==> config.mk <==
export PLATFORM = sky130hd
export DESIGN_NAME = smv_mac
export DESIGN_NICKNAME = d
export VERILOG_FILES = /design/src/rtl/smv_pkg.sv /design/src/rtl/smv_mac.sv
export SDC_FILE = /design/constraint.sdc
export NUM_CORES = 2
export LEC_CHECK = 0
export BUFFER_PORTS_ARGS = -buffer_cell sky130_fd_sc_hd__buf_2
export CORE_MARGIN = 1
export CORE_UTILIZATION = 39
export DETAILED_ROUTE_END_ITERATION = 16
export REMOVE_ABC_BUFFERS = 1
export SETUP_SLACK_MARGIN = 0.05
export SLEW_MARGIN = 30
export SYNTH_ARGS = -nofsm -noshare
export SYNTH_HDL_FRONTEND = slang
export SYNTH_SLANG_ARGS = --single-unit
==> constraint.sdc <==
create_clock -name clk_i -period 15.25 [get_ports clk_i]
set_input_delay 3.05 -clock clk_i [delete_from_list [all_inputs] [get_ports clk_i]]
set_output_delay 3.05 -clock clk_i [all_outputs]
set_load 0.02 [all_outputs]
==> src/rtl/smv_pkg.sv <==
// Shared types and constants for the sparse matrix-vector multiply unit.
// No dependencies; every other file imports this package.
`timescale 1ns / 1ps

package smv_pkg;

  // Field widths of the input and result beats.
  localparam int unsigned KIND_W = 2;
  localparam int unsigned COL_W  = 10;
  localparam int unsigned VAL_W  = 32;
  localparam int unsigned Y_W    = 48;
  localparam int unsigned SUM_W  = 64;
  localparam int unsigned FRAC_W = 16;

  // The x store is addressed by the full column field.
  localparam int unsigned XS_DEPTH = 1 << COL_W;

  // Default number of rows before the row counter wraps.
  localparam int unsigned VECTOR_DEPTH_DEF = 1024;

  // Item kinds; the remaining code is ignored.
  typedef enum logic [KIND_W-1:0] {
    KIND_LOAD  = 2'd0,
    KIND_NZ    = 2'd1,
    KIND_EMPTY = 2'd2
  } smv_kind_e;

  typedef struct packed {
    logic [KIND_W-1:0]       kind;
    logic [COL_W-1:0]        column;
    logic signed [VAL_W-1:0] operand_value;
    logic                    row_end;
    logic signed [Y_W-1:0]   y_prior;
  } smv_in_t;

  typedef struct packed {
    logic [COL_W-1:0]      row_index;
    logic signed [Y_W-1:0] y_value;
  } smv_out_t;

  // A closed row travelling from the accumulator to the output stage.
  typedef struct packed {
    logic signed [SUM_W-1:0] sum;
    logic signed [Y_W-1:0]   y_prior;
    logic [COL_W-1:0]        row_index;
  } smv_close_t;

endpackage

==> src/rtl/smv_mac.sv <==
// Multiply-accumulate pipeline: product stage, saturating row accumulator and
// row counter. Depends on smv_pkg; x data comes from smv_xmem.
`timescale 1ns / 1ps

module smv_mac
  import smv_pkg::*;
#(
  parameter int unsigned VECTOR_DEPTH = VECTOR_DEPTH_DEF
) (
  input  logic                    clk_i,
  input  logic                    rst_ni,
  // Nonzero or empty-row beat entering the pipeline.
  input  logic                    in_valid_i,
  output logic                    in_ready_o,
  input  smv_in_t                 in_data_i,
  // x entry read for the beat held in the operand stage.
  input  logic signed [VAL_W-1:0] x_data_i,
  // Closed row toward the output stage.
  output logic                    close_valid_o,
  input  logic                    close_ready_i,
  output smv_close_t              close_data_o
);

  localparam int unsigned CNT_W = (VECTOR_DEPTH > 2) ? $clog2(VECTOR_DEPTH) : 1;
  localparam logic [CNT_W-1:0] CNT_LAST = CNT_W'(VECTOR_DEPTH - 1);

  localparam logic signed [SUM_W-1:0] SUM_MAX = {1'b0, {(SUM_W-1){1'b1}}};
  localparam logic signed [SUM_W-1:0] SUM_MIN = {1'b1, {(SUM_W-1){1'b0}}};

  // Operand stage: x data arrives from the memory alongside these fields.
  logic                    s1_valid_q, s1_valid_d;
  logic                    s1_close_q, s1_empty_q;
  logic signed [VAL_W-1:0] s1_a_q;
  logic signed [Y_W-1:0]   s1_y_q;

  // Product stage.
  logic                    s2_valid_q, s2_valid_d;
  logic                    s2_close_q;
  logic signed [SUM_W-1:0] s2_prod_q;
  logic signed [Y_W-1:0]   s2_y_q;

  logic signed [SUM_W-1:0] row_sum_q, row_sum_d;
  logic [CNT_W-1:0]        cnt_q, cnt_d;

  logic                    s2_go, s2_free, s1_free, s1_load, close_go;
  logic signed [SUM_W:0]   sum_wide;
  logic signed [SUM_W-1:0] sum_sat;
  logic [CNT_W+COL_W-1:0]  cnt_ext;

  // Stage handshakes: a closing beat needs room downstream, others do not.
  assign s2_go      = s2_valid_q && (!s2_close_q || close_ready_i);
  assign s2_free    = !s2_valid_q || s2_go;
  assign s1_free    = !s1_valid_q || s2_free;
  assign s1_load    = in_valid_i && s1_free;
  assign close_go   = s2_go && s2_close_q;
  assign in_ready_o = s1_free;

  always_comb begin
    s1_valid_d = s1_valid_q;
    if (s1_free) begin
      s1_valid_d = in_valid_i;
    end
  end

  always_comb begin
    s2_valid_d = s2_valid_q;
    if (s2_free) begin
      s2_valid_d = s1_valid_q;
    end
  end

  // Saturating add of the product onto the row sum.
  always_comb begin
    sum_wide = {row_sum_q[SUM_W-1], row_sum_q} + {s2_prod_q[SUM_W-1], s2_prod_q};
    if (sum_wide[SUM_W] != sum_wide[SUM_W-1]) begin
      sum_sat = sum_wide[SUM_W] ? SUM_MIN : SUM_MAX;
    end else begin
      sum_sat = sum_wide[SUM_W-1:0];
    end
  end

  // Accumulator and row counter next values.
  always_comb begin
    row_sum_d = row_sum_q;
    cnt_d     = cnt_q;
    if (s2_go) begin
      row_sum_d = s2_close_q ? '0 : sum_sat;
    end
    if (close_go) begin
      cnt_d = (cnt_q == CNT_LAST) ? '0 : cnt_q + 1'b1;
    end
  end

  always_ff @(posedge clk_i or negedge rst_ni) begin
    if (!rst_ni) begin
      s1_valid_q <= 1'b0;
      s2_valid_q <= 1'b0;
      row_sum_q  <= '0;
      cnt_q      <= '0;
    end else begin
      s1_valid_q <= s1_valid_d;
      s2_valid_q <= s2_valid_d;
      row_sum_q  <= row_sum_d;
      cnt_q      <= cnt_d;
    end
  end

  // Operand stage payload.
  always_ff @(posedge clk_i) begin
    if (s1_load) begin
      s1_empty_q <= (in_data_i.kind == KIND_EMPTY);
      s1_close_q <= (in_data_i.kind == KIND_EMPTY) || in_data_i.row_end;
      s1_a_q     <= in_data_i.operand_value;
      s1_y_q     <= in_data_i.y_prior;
    end
  end

  // Product stage payload; an empty row contributes nothing.
  always_ff @(posedge clk_i) begin
    if (s2_free && s1_valid_q) begin
      s2_close_q <= s1_close_q;
      s2_y_q     <= s1_y_q;
      s2_prod_q  <= s1_empty_q ? '0 : SUM_W'(s1_a_q * x_data_i);
    end
  end

  assign cnt_ext       = {{COL_W{1'b0}}, cnt_q};
  assign close_valid_o = s2_valid_q && s2_close_q;
  assign close_data_o  = '{sum: sum_sat, y_prior: s2_y_q, row_index: cnt_ext[COL_W-1:0]};

  // The accumulator starts every row from zero.
  a_sum_cleared: assert property (@(posedge clk_i) disable iff (!rst_ni)
    close_go |=> row_sum_q == '0)
    else $error("row sum not cleared after a row closed");

  // The row counter moves only when a row closes.
  a_cnt_hold: assert property (@(posedge clk_i) disable iff (!rst_ni)
    !close_go |=> $stable(cnt_q))
    else $error("row counter moved without a closed row");

  // A stalled operand stage keeps its beat.
  a_s1_hold: assert property (@(posedge clk_i) disable iff (!rst_ni)
    s1_valid_q && !s2_free |=> s1_valid_q && $stable(s1_a_q) && $stable(s1_y_q))
    else $error("operand stage lost a stalled beat");

endmodule

==> impl_metrics.toml <==
[status]
status = "complete, no violations"

[route]
drt_iter0_drc = 2059
postRouteAntennaNets = 0
viasPerCell = 5.13
vias = 34600
drc = 0
routedWlPerCell_um = 19.6
dr.pass1.iters = 6
wl_mm = 132

[grt]
antenna_found_initial = 6
grtUsageTotal_pct = 21.4
grt_overflow_total = 0
grt_pass1_wl_mm = 213
grt_max_degree = 67
grt_pass1_vias = 37800

[placed_design]
place_ws_ps = 3200
io_buffers = 242
place_congestion = 0.904
dp_hpwl_mm = 105

[sta]
maxSlewHeadroom_pct = 22.7
finalClockSkew_ps = 13.9
fin_crit_ps = 11490
setup_ws_ps = 3760
rsz0062_at_grt = "false"
final-hold-violation-count = 0
drv_slew = 0
finalCritPeriodShare_pct = 75.3
setup_viol = 0
tns_ps = 0
tightestPinTransition_ps = 1150
max_freq_mhz = 87.0

[die]
dieArea_um2 = 128000
start_util_pct = 39.6
pin_count = 253
fp.dieW_um = 357
rows = 129
core_um2 = 124000
fp.dieH_um = 357

[cells_and_area]
synthToLayoutAreaGrowth_pct = 8.03
final_common_cell = "fa_1"
fin_util_pct = 42.7
nets = 6537
drive_gt1_share_pct = 7.35
final_cell_mix = "1,083 x fa_1, 974 x inv_1, 643 x nand2_1"

[hold_path]
min_from = "s1_y_q[45]"
hp-class = "flop to flop"

[worst_setup_path]
crit_fanout = 32
crit_required_ps = 15530
cp.arrival_ps = 11770
worstSetupEndpointType = "flop"
critical_path_class = "input port to flop"
crit_start = "x_data_i[5]"
cp-start-kind = "input port"
rr_startpoint = "s1_a_q[31]"

[clocking]
root_buffer = "clkbuf_16"
clock_path_buffers = 3
cts_hold_buf = 0
cts_resized = 0
cts_buffers = 35
clock_latency_ps = 550
h-tree-depth = 2
path_clk_slew_ps = 60
post_cts_buffers = 0
cts_sinks = 271
cts_tree = "built"

[logic_synthesis]
yosysSeqAreaShare_pct = 15.8
synth_cells = 5001
synth-edff-count = 195
netlist_area_um2 = 49200
synth_top_area_share_pct = 44.0
synth-async-reset-ratio_pct = 28.0
ys_warn_count = 0
ys_top_cells_by_area = "fa_1 44%, edfxtp_1 12%, inv_1 7.4%"
synth-main-ff-cell = "edfxtp_1"
yosysUniqueCellTypes = 72
synth_largest_area_cell = "fa_1"
syn_avg_cell_area_um2 = 9.84
ys_ff_latch = 271

[job]
drv_cap = 0
metal layers:
layer | track usage [%] | share of wire [%] | vias to the layer above
met5 | 0 | 0 | -
met4 | 4.05 | 1.7 | 0
met3 | 2.72 | 5.4 | 137
met2 | 36.7 | 49 | 888
met1 | 29.3 | 44 | 18200
li1 | - | - | 15400
critical path, stage by stage:
cell      delay [ps]
buf_2            560
nand2_1          270
inv_1            150
fa_1             400
inv_1            240
fa_1             470
inv_1            220
fa_1             490
inv_1             90
fa_1             580
inv_1            690
fa_1             570
fa_1             570
inv_1             60
fa_1             480
inv_1             50
fa_1             390
ha_1             410
a21o_1           200
a221o_1          340
a31o_1           260
a22o_1           290
o21a_1           220
nor4bb_1         150
or4_1            520
final timing paths:
path,end,slack [ps],cells after the start
hold / removal,s2_y_q[45],410,0
hold reg to reg,s2_y_q[45],410,0
setup / recovery,s2_prod_q[60],3760,25
max in group asynchronous,row_sum_q[49],12010,2
setup reg to reg,s2_prod_q[60],6080,24
min in group asynchronous,cnt_q[2],2320,1
cell families after synthesis:
family | Yosys count | synth area share [%]
simple gates | 1488 | 14.8
fa+ha+maj | 1332 | 50.4
buf+inv | 1234 | 9.47
compound gates | 540 | 7.17
flops | 271 | 15.8
xor+xnor | 134 | 2.38
mux | 2 | 0.0407
synth_stat cells (18+ instances only):
cell,instances
nor2_1,148
nand4_1,18
edfxtp_1,195
a21oi_1,120
o211ai_1,68
nand2_1,643
dfrtp_1,76
xnor2_1,85
nor2b_1,18
o21bai_1,21
ha_1,249
nand3_1,36
o21a_1,20
fa_1,1083
clkbuf_1,245
xor2_1,49
a21o_1,74
nor3_1,23
o21ai_0,131
nand2b_1,23
inv_1,974
and2_1,535
a31oi_1,19
final cells by class:
class,instances,area [um^2]
tap,1637,2050
multi-input combinational,3496,36900
inverter,974,3660
clock inverter,23,303
timing repair buffer,298,1640
sequential,271,7760
fill,12100,71300
clock buffer,40,905
antenna,4,10.0
registers in the layout, indices dropped and copies added, names as in the netlist:
name and count:
s2_close_q 1, s1_close_q 1, cnt_q 10, s1_y_q 48, s1_empty_q 1, s2_valid_q 1
s1_valid_q 1, s2_prod_q 64, row_sum_q 64, s2_y_q 48, s1_a_q 32
metrics by stage:
step	area (um^2)	hold slack (ps)	cells
after floorplan	48200	400	4741
after CTS	53100	415	6738
after global placement	51900	400	6675
after detailed placement	51900	405	6675
after global routing	53200	422	6739
final	53200	413	6743
Power is not shown: default switching activity piles up to over one toggle a cycle in this logic, so the estimate is an artifact.
