`config.mk`:
```
export PLATFORM = sky130hd
export DESIGN_NAME = smv_rowout
export DESIGN_NICKNAME = d
export VERILOG_FILES = /design/src/rtl/smv_pkg.sv /design/src/rtl/smv_rowout.sv
export SDC_FILE = /design/constraint.sdc
export NUM_CORES = 1
export LEC_CHECK = 0
export BUFFER_PORTS_ARGS = -buffer_cell sky130_fd_sc_hd__buf_4
export CAP_MARGIN = 20
export CORE_ASPECT_RATIO = 1.5
export CORE_UTILIZATION = 59
export CTS_CLUSTER_SIZE = 24
export DETAILED_ROUTE_END_ITERATION = 7
export PLACE_DENSITY = 0.94
export SETUP_SLACK_MARGIN = 0.1
export SYNTH_ARGS = -nofsm -noshare
export SYNTH_HDL_FRONTEND = slang
export SYNTH_SLANG_ARGS = --single-unit
```
`constraint.sdc`:
```
create_clock -name clk_i -period 9.9 [get_ports clk_i]
set_input_delay 0.99 -clock clk_i [delete_from_list [all_inputs] [get_ports clk_i]]
set_output_delay 0.99 -clock clk_i [all_outputs]
set_load 0.01 [all_outputs]
```
`src/rtl/smv_pkg.sv`:
```
// Shared types and constants for the sparse matrix-vector multiply unit.
// No dependencies; every other file imports this package.
`timescale 1ns / 1ps

package smv_pkg;

  // Field widths of the input and result beats.
  localparam int unsigned KIND_W = 2;
  localparam int unsigned COL_W  = 10;
  localparam int unsigned VAL_W  = 32;
  localparam int unsigned Y_W    = 48;
  localparam int unsigned SUM_W  = 64;
  localparam int unsigned FRAC_W = 16;

  // The x store is addressed by the full column field.
  localparam int unsigned XS_DEPTH = 1 << COL_W;

  // Default number of rows before the row counter wraps.
  localparam int unsigned VECTOR_DEPTH_DEF = 1024;

  // Item kinds; the remaining code is ignored.
  typedef enum logic [KIND_W-1:0] {
    KIND_LOAD  = 2'd0,
    KIND_NZ    = 2'd1,
    KIND_EMPTY = 2'd2
  } smv_kind_e;

  typedef struct packed {
    logic [KIND_W-1:0]       kind;
    logic [COL_W-1:0]        column;
    logic signed [VAL_W-1:0] operand_value;
    logic                    row_end;
    logic signed [Y_W-1:0]   y_prior;
  } smv_in_t;

  typedef struct packed {
    logic [COL_W-1:0]      row_index;
    logic signed [Y_W-1:0] y_value;
  } smv_out_t;

  // A closed row travelling from the accumulator to the output stage.
  typedef struct packed {
    logic signed [SUM_W-1:0] sum;
    logic signed [Y_W-1:0]   y_prior;
    logic [COL_W-1:0]        row_index;
  } smv_close_t;

endpackage

```
`src/rtl/smv_rowout.sv`:
```
// Row close stage and output register: floor to Q32.16, add prior y, saturate.
// Depends on smv_pkg; fed by smv_mac.
`timescale 1ns / 1ps

module smv_rowout
  import smv_pkg::*;
(
  input  logic       clk_i,
  input  logic       rst_ni,
  input  logic       close_valid_i,
  output logic       close_ready_o,
  input  smv_close_t close_data_i,
  output logic       out_valid_o,
  input  logic       out_ready_i,
  output smv_out_t   out_data_o
);

  localparam logic signed [Y_W-1:0] Y_MAX = {1'b0, {(Y_W-1){1'b1}}};
  localparam logic signed [Y_W-1:0] Y_MIN = {1'b1, {(Y_W-1){1'b0}}};

  logic       s3_valid_q, s3_valid_d;
  smv_close_t s3_q;
  logic       o_valid_q, o_valid_d;
  smv_out_t   o_q;

  logic                  out_free, s3_free, s3_go;
  logic signed [Y_W-1:0] floor_sum, y_sat;
  logic signed [Y_W:0]   y_wide;

  assign out_free      = !o_valid_q || out_ready_i;
  assign s3_go         = s3_valid_q && out_free;
  assign s3_free       = !s3_valid_q || out_free;
  assign close_ready_o = s3_free;

  always_comb begin
    s3_valid_d = s3_valid_q;
    if (s3_free) begin
      s3_valid_d = close_valid_i;
    end
  end

  always_comb begin
    o_valid_d = o_valid_q;
    if (out_free) begin
      o_valid_d = s3_valid_q;
    end
  end

  // Rounding down to Q32.16 is an arithmetic shift; then a saturating add.
  always_comb begin
    floor_sum = s3_q.sum[SUM_W-1:FRAC_W];
    y_wide    = {floor_sum[Y_W-1], floor_sum} + {s3_q.y_prior[Y_W-1], s3_q.y_prior};
    if (y_wide[Y_W] != y_wide[Y_W-1]) begin
      y_sat = y_wide[Y_W] ? Y_MIN : Y_MAX;
    end else begin
      y_sat = y_wide[Y_W-1:0];
    end
  end

  always_ff @(posedge clk_i or negedge rst_ni) begin
    if (!rst_ni) begin
      s3_valid_q <= 1'b0;
      o_valid_q  <= 1'b0;
    end else begin
      s3_valid_q <= s3_valid_d;
      o_valid_q  <= o_valid_d;
    end
  end

  always_ff @(posedge clk_i) begin
    if (s3_free && close_valid_i) begin
      s3_q <= close_data_i;
    end
  end

  always_ff @(posedge clk_i) begin
    if (s3_go) begin
      o_q <= '{row_index: s3_q.row_index, y_value: y_sat};
    end
  end

  assign out_valid_o = o_valid_q;
  assign out_data_o  = o_q;

  // A taken closed row always lands in the close stage.
  a_close_taken: assert property (@(posedge clk_i) disable iff (!rst_ni)
    close_valid_i && close_ready_o |=> s3_valid_q)
    else $error("closed row dropped");

  // A close stage beat moves to the output register when there is room.
  a_s3_moves: assert property (@(posedge clk_i) disable iff (!rst_ni)
    s3_go |=> o_valid_q)
    else $error("close stage beat not delivered to output");

  // A blocked close stage keeps its row.
  a_s3_hold: assert property (@(posedge clk_i) disable iff (!rst_ni)
    s3_valid_q && !out_free |=> s3_valid_q && $stable(s3_q))
    else $error("close stage lost a stalled row");

endmodule

```
==> run_results.csv, run 1 <==
group,metric,value,unit
run_status,outcome,"finished with violations",
run_status,violations,"design-rule violations",
sta,fin_worst_skew,0.0119,ns
sta,hold_ws,0.340,ns
sta,finalSetupViolCount,0,
clock_tree,numCtsBuffers,17,
synthesis,synth_top_family_by_area,"compound AO/OA/AOI/OAI gates",
synthesis,synth_compound_area_frac,0.162,
critical_path,r2r_setup_slack,5.71,ns
floorplanning,core,13500,um2
drt,vias,5586,
synthesis,syn_nets,793,
synthesis,synth_cell_type_count,60,
clock_tree,cts_buffer_depth,2,
pwr,ir_worst_vdd,0.108,mV
clock_tree,cts.clk_slew.worst_paths,0.06,ns
clock_tree,root_buffer,"clkbuf_16",
sta,post-route-period-util,0.423,
floorplanning,ioPinCount,186,
cells_and_area,diodes,0,
synthesis,synth-seq-cells,166,
drt,drt_first_pass_iters,8,
pwr,total_power,1.97,mW
synthesis,syn_inst,618,
synthesis,syn_area_per_cell,13.2,um2
clock_tree,cts_tree,"yes",
sta,finalCriticalPeriod,4.19,ns
critical_path,critPathRequiredTime,10.15,ns
synthesis,synth-xor-area-share,0.0485,
placement,hpwlAfterDp,12.4,mm
critical_path,reg2regPathDepth,13,
critical_path,path_class,"flop to flop",
floorplanning,core.rowCount,52,
placement,gp_congestion,0.909,
sta,max-slew-margin-rel,0.336,
synthesis,muxShareOfSynthArea,0.00445,
global_routing,grt_max_degree,65,
critical_path,start_kind,"flop",
clock_tree,cts_hold_buf,0,
job,maxCapViolCount,0,
drt,drtIter0Drc,240,
synthesis,synth-edff-count,164,
critical_path,endpoint,"out_data_o[16]",
floorplanning,initial_core_util,0.606,
synthesis,ys_warn_count,0,
floorplanning,dieArea,14300,um2
cells_and_area,ff_latch_area,4970,um2
cells_and_area,fillers,834,
clock_tree,post_cts_buffers,0,
sta,timing.fmax,0.239,GHz
sta,drv_slew,0,
synthesis,synthArstFlopShare,0.0120,
pwr,p_leak,4.01,nW
global_routing,grtUsageTotal,0.250,
critical_path,r2r-end,"out_data_o[16]",
cells_and_area,fin_nets,955,
synthesis,syn_area,8160,um2
synthesis,yosysSeqAreaShare,0.610,
critical_path,regToRegStartpoint,"floor_sum[0]",
drt,viasPerCell,5.85,
synthesis,yosys.area_share.simple,0.0678,
global_routing,grt_pass1_wl,27.8,mm
worst_hold_path,min_path_type,"primary input to async pin",
global_routing,grt_pass1_vias,5812,
clock_tree,clk_latency,0.42,ns
floorplanning,die_h,146,um
synthesis,synthAdderAreaFrac,0.0810,
critical_path,cp-end-kind,"flop",
clock_tree,numClockSinks,166,
sta,tightest_slew,0.992,ns
cells_and_area,layout-drive-gt1-share,0.294,
cells_and_area,multi_input_area,2970,um2
synthesis,synth_ff_type,"edfxtp_1",
floorplanning,die_x,98.0,um
sta,final_hold_viol_count,0,
global_routing,grt_overflow,0,
pwr,power_density,196,nW/um2
critical_path,cp-startpoint,"floor_sum[0]",
critical_path,worstPathArrival,4.44,ns
sta,tns,0,ns
clock_tree,cts.htree.levels,4,
drt,wl,17.1,mm
sta,rsz0062_at_grt,"no",
critical_path,path_max_fanout,42,
drt,wl_per_cell,17.9,um
global_routing,antenna_found_initial,0,
placement,portBuffers,169,
drt,drc,14,
clock_tree,cts_resized,0,
cells_and_area,area_growth,23.3,%
drt,postRouteAntennaNets,0,
==> power breakdown <==
part           switching (mW)  internal [mW]
Sequential             0.0231          0.870
Clock                   0.282          0.352
Combinational           0.250          0.195
==> layout by cell type (no fill, tap or decap), types with 5 or more instances in the layout <==
cell type	netlist	layout
o21bai_1	7	7
inv_6	0	5
o21ai_0	18	18
a31oi_1	6	6
xnor2_1	26	26
nor2_1	30	30
a211oi_1	5	5
ha_1	48	48
o21ai_2	20	20
inv_1	15	15
clkbuf_16	0	17
buf_4	4	171
xor2_1	16	16
nand2b_1	7	7
a21oi_1	62	62
edfxtp_1	164	164
nand4_1	10	10
a21o_1	26	26
nand2_1	32	32
nor3_1	9	9
o21ai_1	22	22
==> stage by stage <==
| step | util | setup slack [ns] | instances | area [um2] |
|---|---|---|---|---|
| floorplan | - | 5.77 | 618 | 8160 |
| global placement | 0.704 | 5.87 | 923 | 9490 |
| detailed placement | 0.704 | 5.73 | 923 | 9490 |
| CTS | 0.747 | 5.68 | 955 | 10100 |
| global route | 0.747 | 5.33 | 955 | 10100 |
| finish | 0.747 | 5.71 | 955 | 10100 |
==> worst min path at each step <==
stage / to / slack, ns / cells after the start
3_5_place_dp: out_data_o[56] / 0.41 / 0
2_1_floorplan: out_data_o[48] / 0.40 / 0
4_1_cts: out_valid_o / 0.32 / 1
5_1_grt: out_valid_o / 0.32 / 1
6_report: out_valid_o / 0.34 / 1
3_3_place_gp: out_data_o[51] / 0.40 / 0
==> critical path, stage by stage (launching register included) <==
cell and delay, ns:
edfxtp_1 0.34, ha_1 0.20, inv_1 0.08, fa_1 0.41, nand2b_1 0.19, a21o_1 0.20
a21oi_1 0.20, o21ai_1 0.18, a311oi_1 0.54, a31oi_2 0.20, o21ai_1 0.22, mux2_4 0.29
nand2_2 0.60, a21oi_1 0.34
==> state kept, by name, indices dropped and copies added, names as in the netlist <==
signal	cells
s3_q	58
out_valid_o	1
floor_sum	48
out_data_o	58
s3_valid_q	1
==> cells in the mapped netlist (7+ instances only) <==
cell type,number,area [um2]
ha_1,48,601
o21ai_2,20,175
o21ai_0,18,90.1
nand2b_1,7,43.8
xor2_1,16,140
nor3_1,9,45.0
nand2_1,32,120
nor2_1,30,113
xnor2_1,26,228
clkbuf_1,15,56.3
a21oi_1,62,310
a21o_1,26,195
nand4_1,10,62.6
inv_1,15,56.3
edfxtp_1,164,4920
o21ai_1,22,110
o21bai_1,7,52.6
==> metal layers <==
| layer | wire length, um | GRT usage |
|---|---|---|
| met1 | 6500 | 0.283 |
| met2 | 9050 | 0.447 |
| met3 | 971 | 0.0461 |
| met4 | 535 | 0.129 |
| met5 | 0 | 0 |
==> logic make-up (layout without fill, tap and decap cells) <==
family	Yosys count	after routing
adder cells (fa/ha/maj)	53	53
flip-flops	166	166
AND/OR/NAND/NOR	111	111
multiplexers	3	3
AO/OA/AOI/OAI	199	199
XOR/XNOR	43	43
buffers and inverters	43	218
==> final cells by class <==
cell class | instances | share of cell area
timing repair buffer | 171 | 0.128
clock inverter | 15 | 0.0143
multi-input combinational | 409 | 0.295
sequential | 166 | 0.495
tap | 162 | 0.0202
inverter | 15 | 0.00560
clock buffer | 17 | 0.0423
(Power assumes the default switching activity.)
==> run 2: changes to the inputs <==
Settings changed: ABC_AREA set to 1, CORE_UTILIZATION 59 to 56, PLACE_DENSITY 0.94 to 0.89.
Clock period 9.9 ns to 4.35 ns, I/O delays scaled along.
==> run_results.csv, run 2 <==
group,metric,value,unit
synthesis,synth_most_common_cell,"nand2_1",
critical_path,slowest_delay,0.42,ns
global_routing,antenna_found_initial,0,
drt,wl,25.2,mm
cells_and_area,multi_input_area,3750,um2
sta,max-slew-margin-rel,0.345,
cells_and_area,layout-drive-gt1-share,0.201,
placement,place_area,10800,um2
sta,timing.fmax,0.278,GHz
clock_tree,cts_resized,0,
sta,tns,0,ns
cells_and_area,final_area,11400,um2
placement,portBuffers,169,
critical_path,cp_cell_sequence,"ha_1 > inv_1 > fa_1 > inv_1 > nand3_1 > nand2_1 > nand2_1 > nand2_1 > nand2_1 > nand2_2 > nand2_2 > nand4_1 > nand2_4 > nand2_4 > o21ai_0",
synthesis,yosysSeqAreaShare,0.532,
cells_and_area,mostFrequentLayoutCell,"nand2_1",
cells_and_area,area_growth,22.1,%
critical_path,cp-end-kind,"flop",
global_routing,grtUsageMet3,0.0410,
synthesis,syn_area_per_cell,8.96,um2
pwr,p_leak,5.31,nW
pwr,pwr-share-clk,0.304,
synthesis,syn_nets,1219,
critical_path,start_kind,"flop",
drt,wl_per_cell,17.4,um
floorplanning,die_x,108,um
clock_tree,cts_buffer_depth,2,
drt,drtIter0Drc,623,
synthesis,ys_top_cells_by_count,"nand2_1, edfxtp_1, inv_1, nor2_1, a21oi_1",
pwr,power_density,424,nW/um2
synthesis,synth-seq-cells,166,
synthesis,ys_warn_count,0,
critical_path,critPathRequiredTime,4.46,ns
clock_tree,root_buffer,"clkbuf_16",
pwr,power.internal,3.25,mW
synthesis,yosysTopAreaCellShare,0.526,
floorplanning,dieArea,17200,um2
critical_path,worstPathArrival,3.70,ns
job,maxCapViolCount,0,
floorplanning,core,16300,um2
global_routing,grtUsageMet2,0.578,
sta,post-route-period-util,0.827,
drt,drt_first_pass_iters,7,
run_status,outcome,"finished clean",
critical_path,r2r_setup_slack,0.75,ns
pwr,seqPwrFrac,0.428,
worst_hold_path,min_path_type,"primary input to flop",
global_routing,grt_busiest_layer,"met2",
synthesis,synthArstFlopShare,0.0120,
critical_path,cp-startpoint,"floor_sum[0]",
floorplanning,ioPinCount,186,
clock_tree,clk_latency,0.43,ns
synthesis,synth_top_area_cell,"edfxtp_1",
sta,final_hold_viol_count,0,
placement,gp_congestion,0.957,
floorplanning,core.rowCount,57,
synthesis,syn_inst,1044,
critical_path,reg2regPathDepth,15,
cells_and_area,diodes,0,
global_routing,grt_max_degree,83,
cells_and_area,layout_common_cells,"nand2_1, buf_4, edfxtp_1, inv_1, nor2_1",
critical_path,r2r-end,"out_data_o[1]",
synthesis,synth-edff-count,164,
sta,finalSetupViolCount,0,
sta,drv_slew,0,
critical_path,regToRegStartpoint,"floor_sum[0]",
cells_and_area,postLayoutCoreUtil,0.702,
critical_path,cpMaxStageDelayCell,"fa_1",
pwr,ir_worst_vdd,0.266,mV
pwr,switching_share,0.328,
critical_path,path_max_fanout,47,
synthesis,synthTopCellsByArea,"edfxtp_1, nand2_1, ha_1",
critical_path,path_class,"flop to flop",
cells_and_area,fin_nets,1403,
global_routing,grt_pass1_wl,39.3,mm
sta,hold_ws,0.176,ns
clock_tree,numCtsBuffers,17,
global_routing,grtUsageTotal,0.305,
clock_tree,cts.htree.levels,4,
synthesis,synth_cell_type_count,31,
sta,tightest_slew,0.983,ns
clock_tree,cts_tree,"yes",
sta,rsz0062_at_grt,"no",
placement,hpwlAfterDp,19.9,mm
cells_and_area,fillers,1249,
pwr,p_switching,1.59,mW
drt,vias,7895,
critical_path,cp_common_cell,"nand2_1",
drt,postRouteAntennaNets,0,
drt,viasPerCell,5.46,
sta,fin_worst_skew,0.0122,ns
global_routing,grt_overflow,0,
synthesis,syn_area,9350,um2
critical_path,endpoint,"out_data_o[1]",
clock_tree,cts.clk_slew.worst_paths,0.08,ns
sta,finalCriticalPeriod,3.60,ns
clock_tree,numClockSinks,166,
global_routing,met1_usage,0.335,
drt,drc,0,
floorplanning,die_h,160,um
pwr,combPwrFrac,0.268,
cells_and_area,ff_latch_area,4970,um2
synthesis,synth_ff_type,"edfxtp_1",
floorplanning,initial_core_util,0.575,
global_routing,grt_pass1_vias,7890,
[run 2: cell count changes in the layout (fill, tap and decap cells not counted), moves of 18 or more]
cell / previous run / this run
nand2_1: 32 / 341
a21o_1: 26 / 0
o21ai_2: 20 / 0
o21ai_0: 18 / 36
inv_1: 15 / 141
o21ai_1: 22 / 0
nor2_1: 30 / 78
nand3_1: 4 / 35
[run 2: worst min path at each step]
stage / start / to / slack, ns / cells past startpoint
finish: close_data_i[6] / s3_q[6] / 0.18 / 1
global route: close_data_i[74] / floor_sum[0] / 0.16 / 1
CTS: close_data_i[49] / s3_q[49] / 0.17 / 1
detailed placement: rst_ni / s3_valid_q / 0.22 / 1
global placement: rst_ni / s3_valid_q / 0.22 / 1
floorplan: rst_ni / out_valid_o / 0.14 / 0
[run 2: per-stage QoR]
stage | power (mW) | cells | worst slack, ns
2_1_floorplan | 2.90 | 1044 | 0.555
3_3_place_gp | 3.33 | 1414 | 1.25
4_1_cts | 4.82 | 1447 | 0.880
6_report | 4.84 | 1447 | 0.751
3_5_place_dp | 3.38 | 1414 | 1.07
5_1_grt | 5.04 | 1447 | 0.568
[run 2: layer usage]
metal,vias up,wire (um),share of wire
met5,-,0,0
met2,351,13900,0.55
met4,0,915,0.036
li1,3805,-,-
met3,67,1510,0.060
met1,3672,8890,0.35
[run 2: logic make-up after synthesis]
group                    count (synthesis)  share of synthesized area
AND/OR/NAND/NOR                        522                      0.236
flip-flops                             166                      0.532
buffers and inverters                  159                     0.0684
AO/OA/AOI/OAI                          116                     0.0677
adder cells (fa/ha/maj)                 49                     0.0663
XOR/XNOR                                32                     0.0300
[run 2: power by group through the flow]
stage	sequential, mW	combinational [mW]	clock [mW]
floorplan	2.16	0.738	0
global placement	2.10	1.23	0
detailed placement	2.11	1.27	0
CTS	2.07	1.28	1.47
global route	2.09	1.42	1.53
finish	2.07	1.30	1.47
[run 2: what timing repair did]
item / 4_1_cts / 5_1_grt
hold endpoints to repair: 2 / 0
buffers inserted: 0 / 0
hold buffers: 1 / 0
[run 2: worst max-delay path: cells and delay by family (launching register included)]
family                     cells  cell delay (ns)
and+or+nand+nor               10             1.64
adders and majority gates      2             0.66
buffers and inverters          2             0.32
DFF                            1             0.33
AOI/OAI and AO/OA              1             0.30
[run 2: cell type report]
type                    instances  share of cell area
flip-flops and latches        166               0.436
multi-input cells             719               0.329
repair buffers                174               0.115
inverters                     150              0.0495
clock buffers                  17              0.0373
well taps                     206              0.0226
clock inverters                15              0.0118
==> run 3: changes to the inputs <==
Settings changed: ABC_AREA 1 to 0, CORE_UTILIZATION 56 to 49, PLACE_DENSITY 0.89 to 0.84.
Clock period 4.35 ns to 3.3 ns, I/O delays scaled along.
==> run_results.csv, run 3 (synthesis results as in run 1) <==
group,metric,value,unit
run_status,outcome,"finished clean",
placement,hpwlAfterDp,13.4,mm
pwr,seqPwrFrac,0.418,
placement,portBuffers,169,
drt,drc,0,
global_routing,grt_pass1_wl,30.0,mm
critical_path,start_kind,"flop",
cells_and_area,area_growth,36.9,%
cells_and_area,mostFrequentLayoutCell,"buf_4",
clock_tree,cts.clk_slew.worst_paths,0.07,ns
critical_path,critPathRequiredTime,3.46,ns
pwr,power_density,575,nW/um2
global_routing,grtUsageTotal,0.228,
sta,finalSetupViolCount,0,
critical_path,worstPathArrival,3.34,ns
sta,drv_slew,0,
pwr,p_leak,4.52,nW
floorplanning,die_h,160,um
clock_tree,cts_buffer_depth,2,
drt,drtIter0Drc,248,
clock_tree,root_buffer,"clkbuf_16",
pwr,switching_share,0.284,
sta,tightest_slew,0.604,ns
global_routing,grt_overflow,0,
clock_tree,cts_tree,"yes",
floorplanning,dieArea,17200,um2
sta,finalCriticalPeriod,3.17,ns
critical_path,slowest_delay,0.37,ns
sta,fin_worst_skew,0.0160,ns
sta,final_hold_viol_count,0,
critical_path,cp_common_cell,"o21ai_2",
critical_path,cp-end-kind,"flop",
sta,timing.fmax,0.315,GHz
clock_tree,clk_latency,0.43,ns
sta,max-slew-margin-rel,0.597,
clock_tree,numClockSinks,166,
pwr,combPwrFrac,0.272,
floorplanning,ioPinCount,186,
drt,wl_per_cell,18.0,um
critical_path,cpMaxStageDelayCell,"edfxtp_1",
drt,drt_first_pass_iters,5,
critical_path,path_class,"flop to flop",
placement,gp_congestion,0.831,
global_routing,grt_pass1_vias,6121,
global_routing,antenna_found_initial,0,
drt,viasPerCell,5.48,
floorplanning,core.rowCount,57,
cells_and_area,diodes,0,
pwr,pwr-share-clk,0.310,
sta,post-route-period-util,0.961,
floorplanning,die_x,107,um
pwr,power.internal,4.60,mW
pwr,p_switching,1.83,mW
worst_hold_path,min_path_type,"primary input to flop",
drt,wl,19.6,mm
drt,vias,5956,
floorplanning,initial_core_util,0.502,
pwr,ir_worst_vdd,0.291,mV
job,maxCapViolCount,0,
cells_and_area,layout-drive-gt1-share,0.401,
critical_path,cp_cell_sequence,"ha_1 > a21o_1 > o21bai_4 > a2111oi_4 > nor3_2 > a2111o_1 > a31oi_4 > o21ai_2 > mux2_4 > buf_6 > nor2_4 > buf_12 > o21ai_2",
critical_path,path_max_fanout,9,
cells_and_area,fin_nets,1043,
floorplanning,core,16300,um2
clock_tree,numCtsBuffers,17,
cells_and_area,layout_common_cells,"buf_4, edfxtp_1, a21oi_1, ha_1, nand2_1",
clock_tree,cts.htree.levels,4,
sta,rsz0062_at_grt,"yes",
pwr,total_power,6.43,mW
critical_path,r2r_setup_slack,0.13,ns
global_routing,grt_max_degree,64,
drt,postRouteAntennaNets,0,
sta,hold_ws,0.0742,ns
-- run 3: area by class of cell --
type                    count  area [um2]
fillers                  1133        5090
clock inverters            14         165
repair buffers            255        2080
multi-input cells         413        3210
inverters                  15        56.3
well taps                 206         258
clock buffers              18         429
flip-flops and latches    166        4970
-- run 3: stage by stage --
| stage | setup TNS (ns) | util | area, um2 | setup slack [ns] | std cells |
|---|---|---|---|---|---|
| after floorplan | 0 | - | 8160 | 0.141 | 618 |
| after global routing | -0.00578 | 0.687 | 11200 | -0.00578 | 1087 |
| after CTS | 0 | 0.672 | 10900 | 0.116 | 1081 |
| final | 0 | 0.687 | 11200 | 0.129 | 1087 |
| after global placement | -6.00 | 0.616 | 10000 | -0.178 | 1027 |
| after detailed placement | -8.84 | 0.616 | 10000 | -0.276 | 1027 |
-- run 3: worst paths after layout --
path                             startpoint              to  depth (start not counted)
setup reg to reg              floor_sum[35]  out_data_o[24]                         13
setup / recovery              floor_sum[35]  out_data_o[24]                         13
hold reg to reg                     s3_q[4]  out_data_o[52]                          0
max in group asynchronous            rst_ni      s3_valid_q                          2
hold / removal             close_data_i[18]        s3_q[18]                          1
min in group asynchronous            rst_ni     out_valid_o                          2
-- run 3: worst max-delay path: cells and delay by family (launching register included) --
kind,cells,cell delay [ns]
AOI/OAI and AO/OA,7,1.38
DFF,1,0.37
muxes,1,0.33
buffers and inverters,2,0.30
adders and majority gates,1,0.31
and+or+nand+nor,2,0.20
-- run 3: per-layer routing --
| metal | GRT usage | wire length [um] | vias to the layer above |
|---|---|---|---|
| li1 | - | - | 2862 |
| met1 | 0.256 | 7440 | 2849 |
| met2 | 0.405 | 10400 | 195 |
| met3 | 0.0465 | 991 | 50 |
| met4 | 0.112 | 688 | 0 |
| met5 | 0 | 0 | - |
-- run 3: power by group through the flow --
stage	Sequential (mW)	Combinational, mW	Clock [mW]
floorplan	2.77	0.813	0
global placement	2.72	1.42	0
detailed placement	2.73	1.45	0
CTS	2.68	1.62	2.02
global route	2.70	1.88	2.09
finish	2.69	1.75	1.99
-- run 3: timing repair --
item,4_1_cts,5_1_grt
hold buffers,1,0
buffers inserted,16,4
resized for setup,20,36
setup endpoints to repair,47,48
hold endpoints to repair,2,0
pin swaps,19,23
gates cloned,5,2
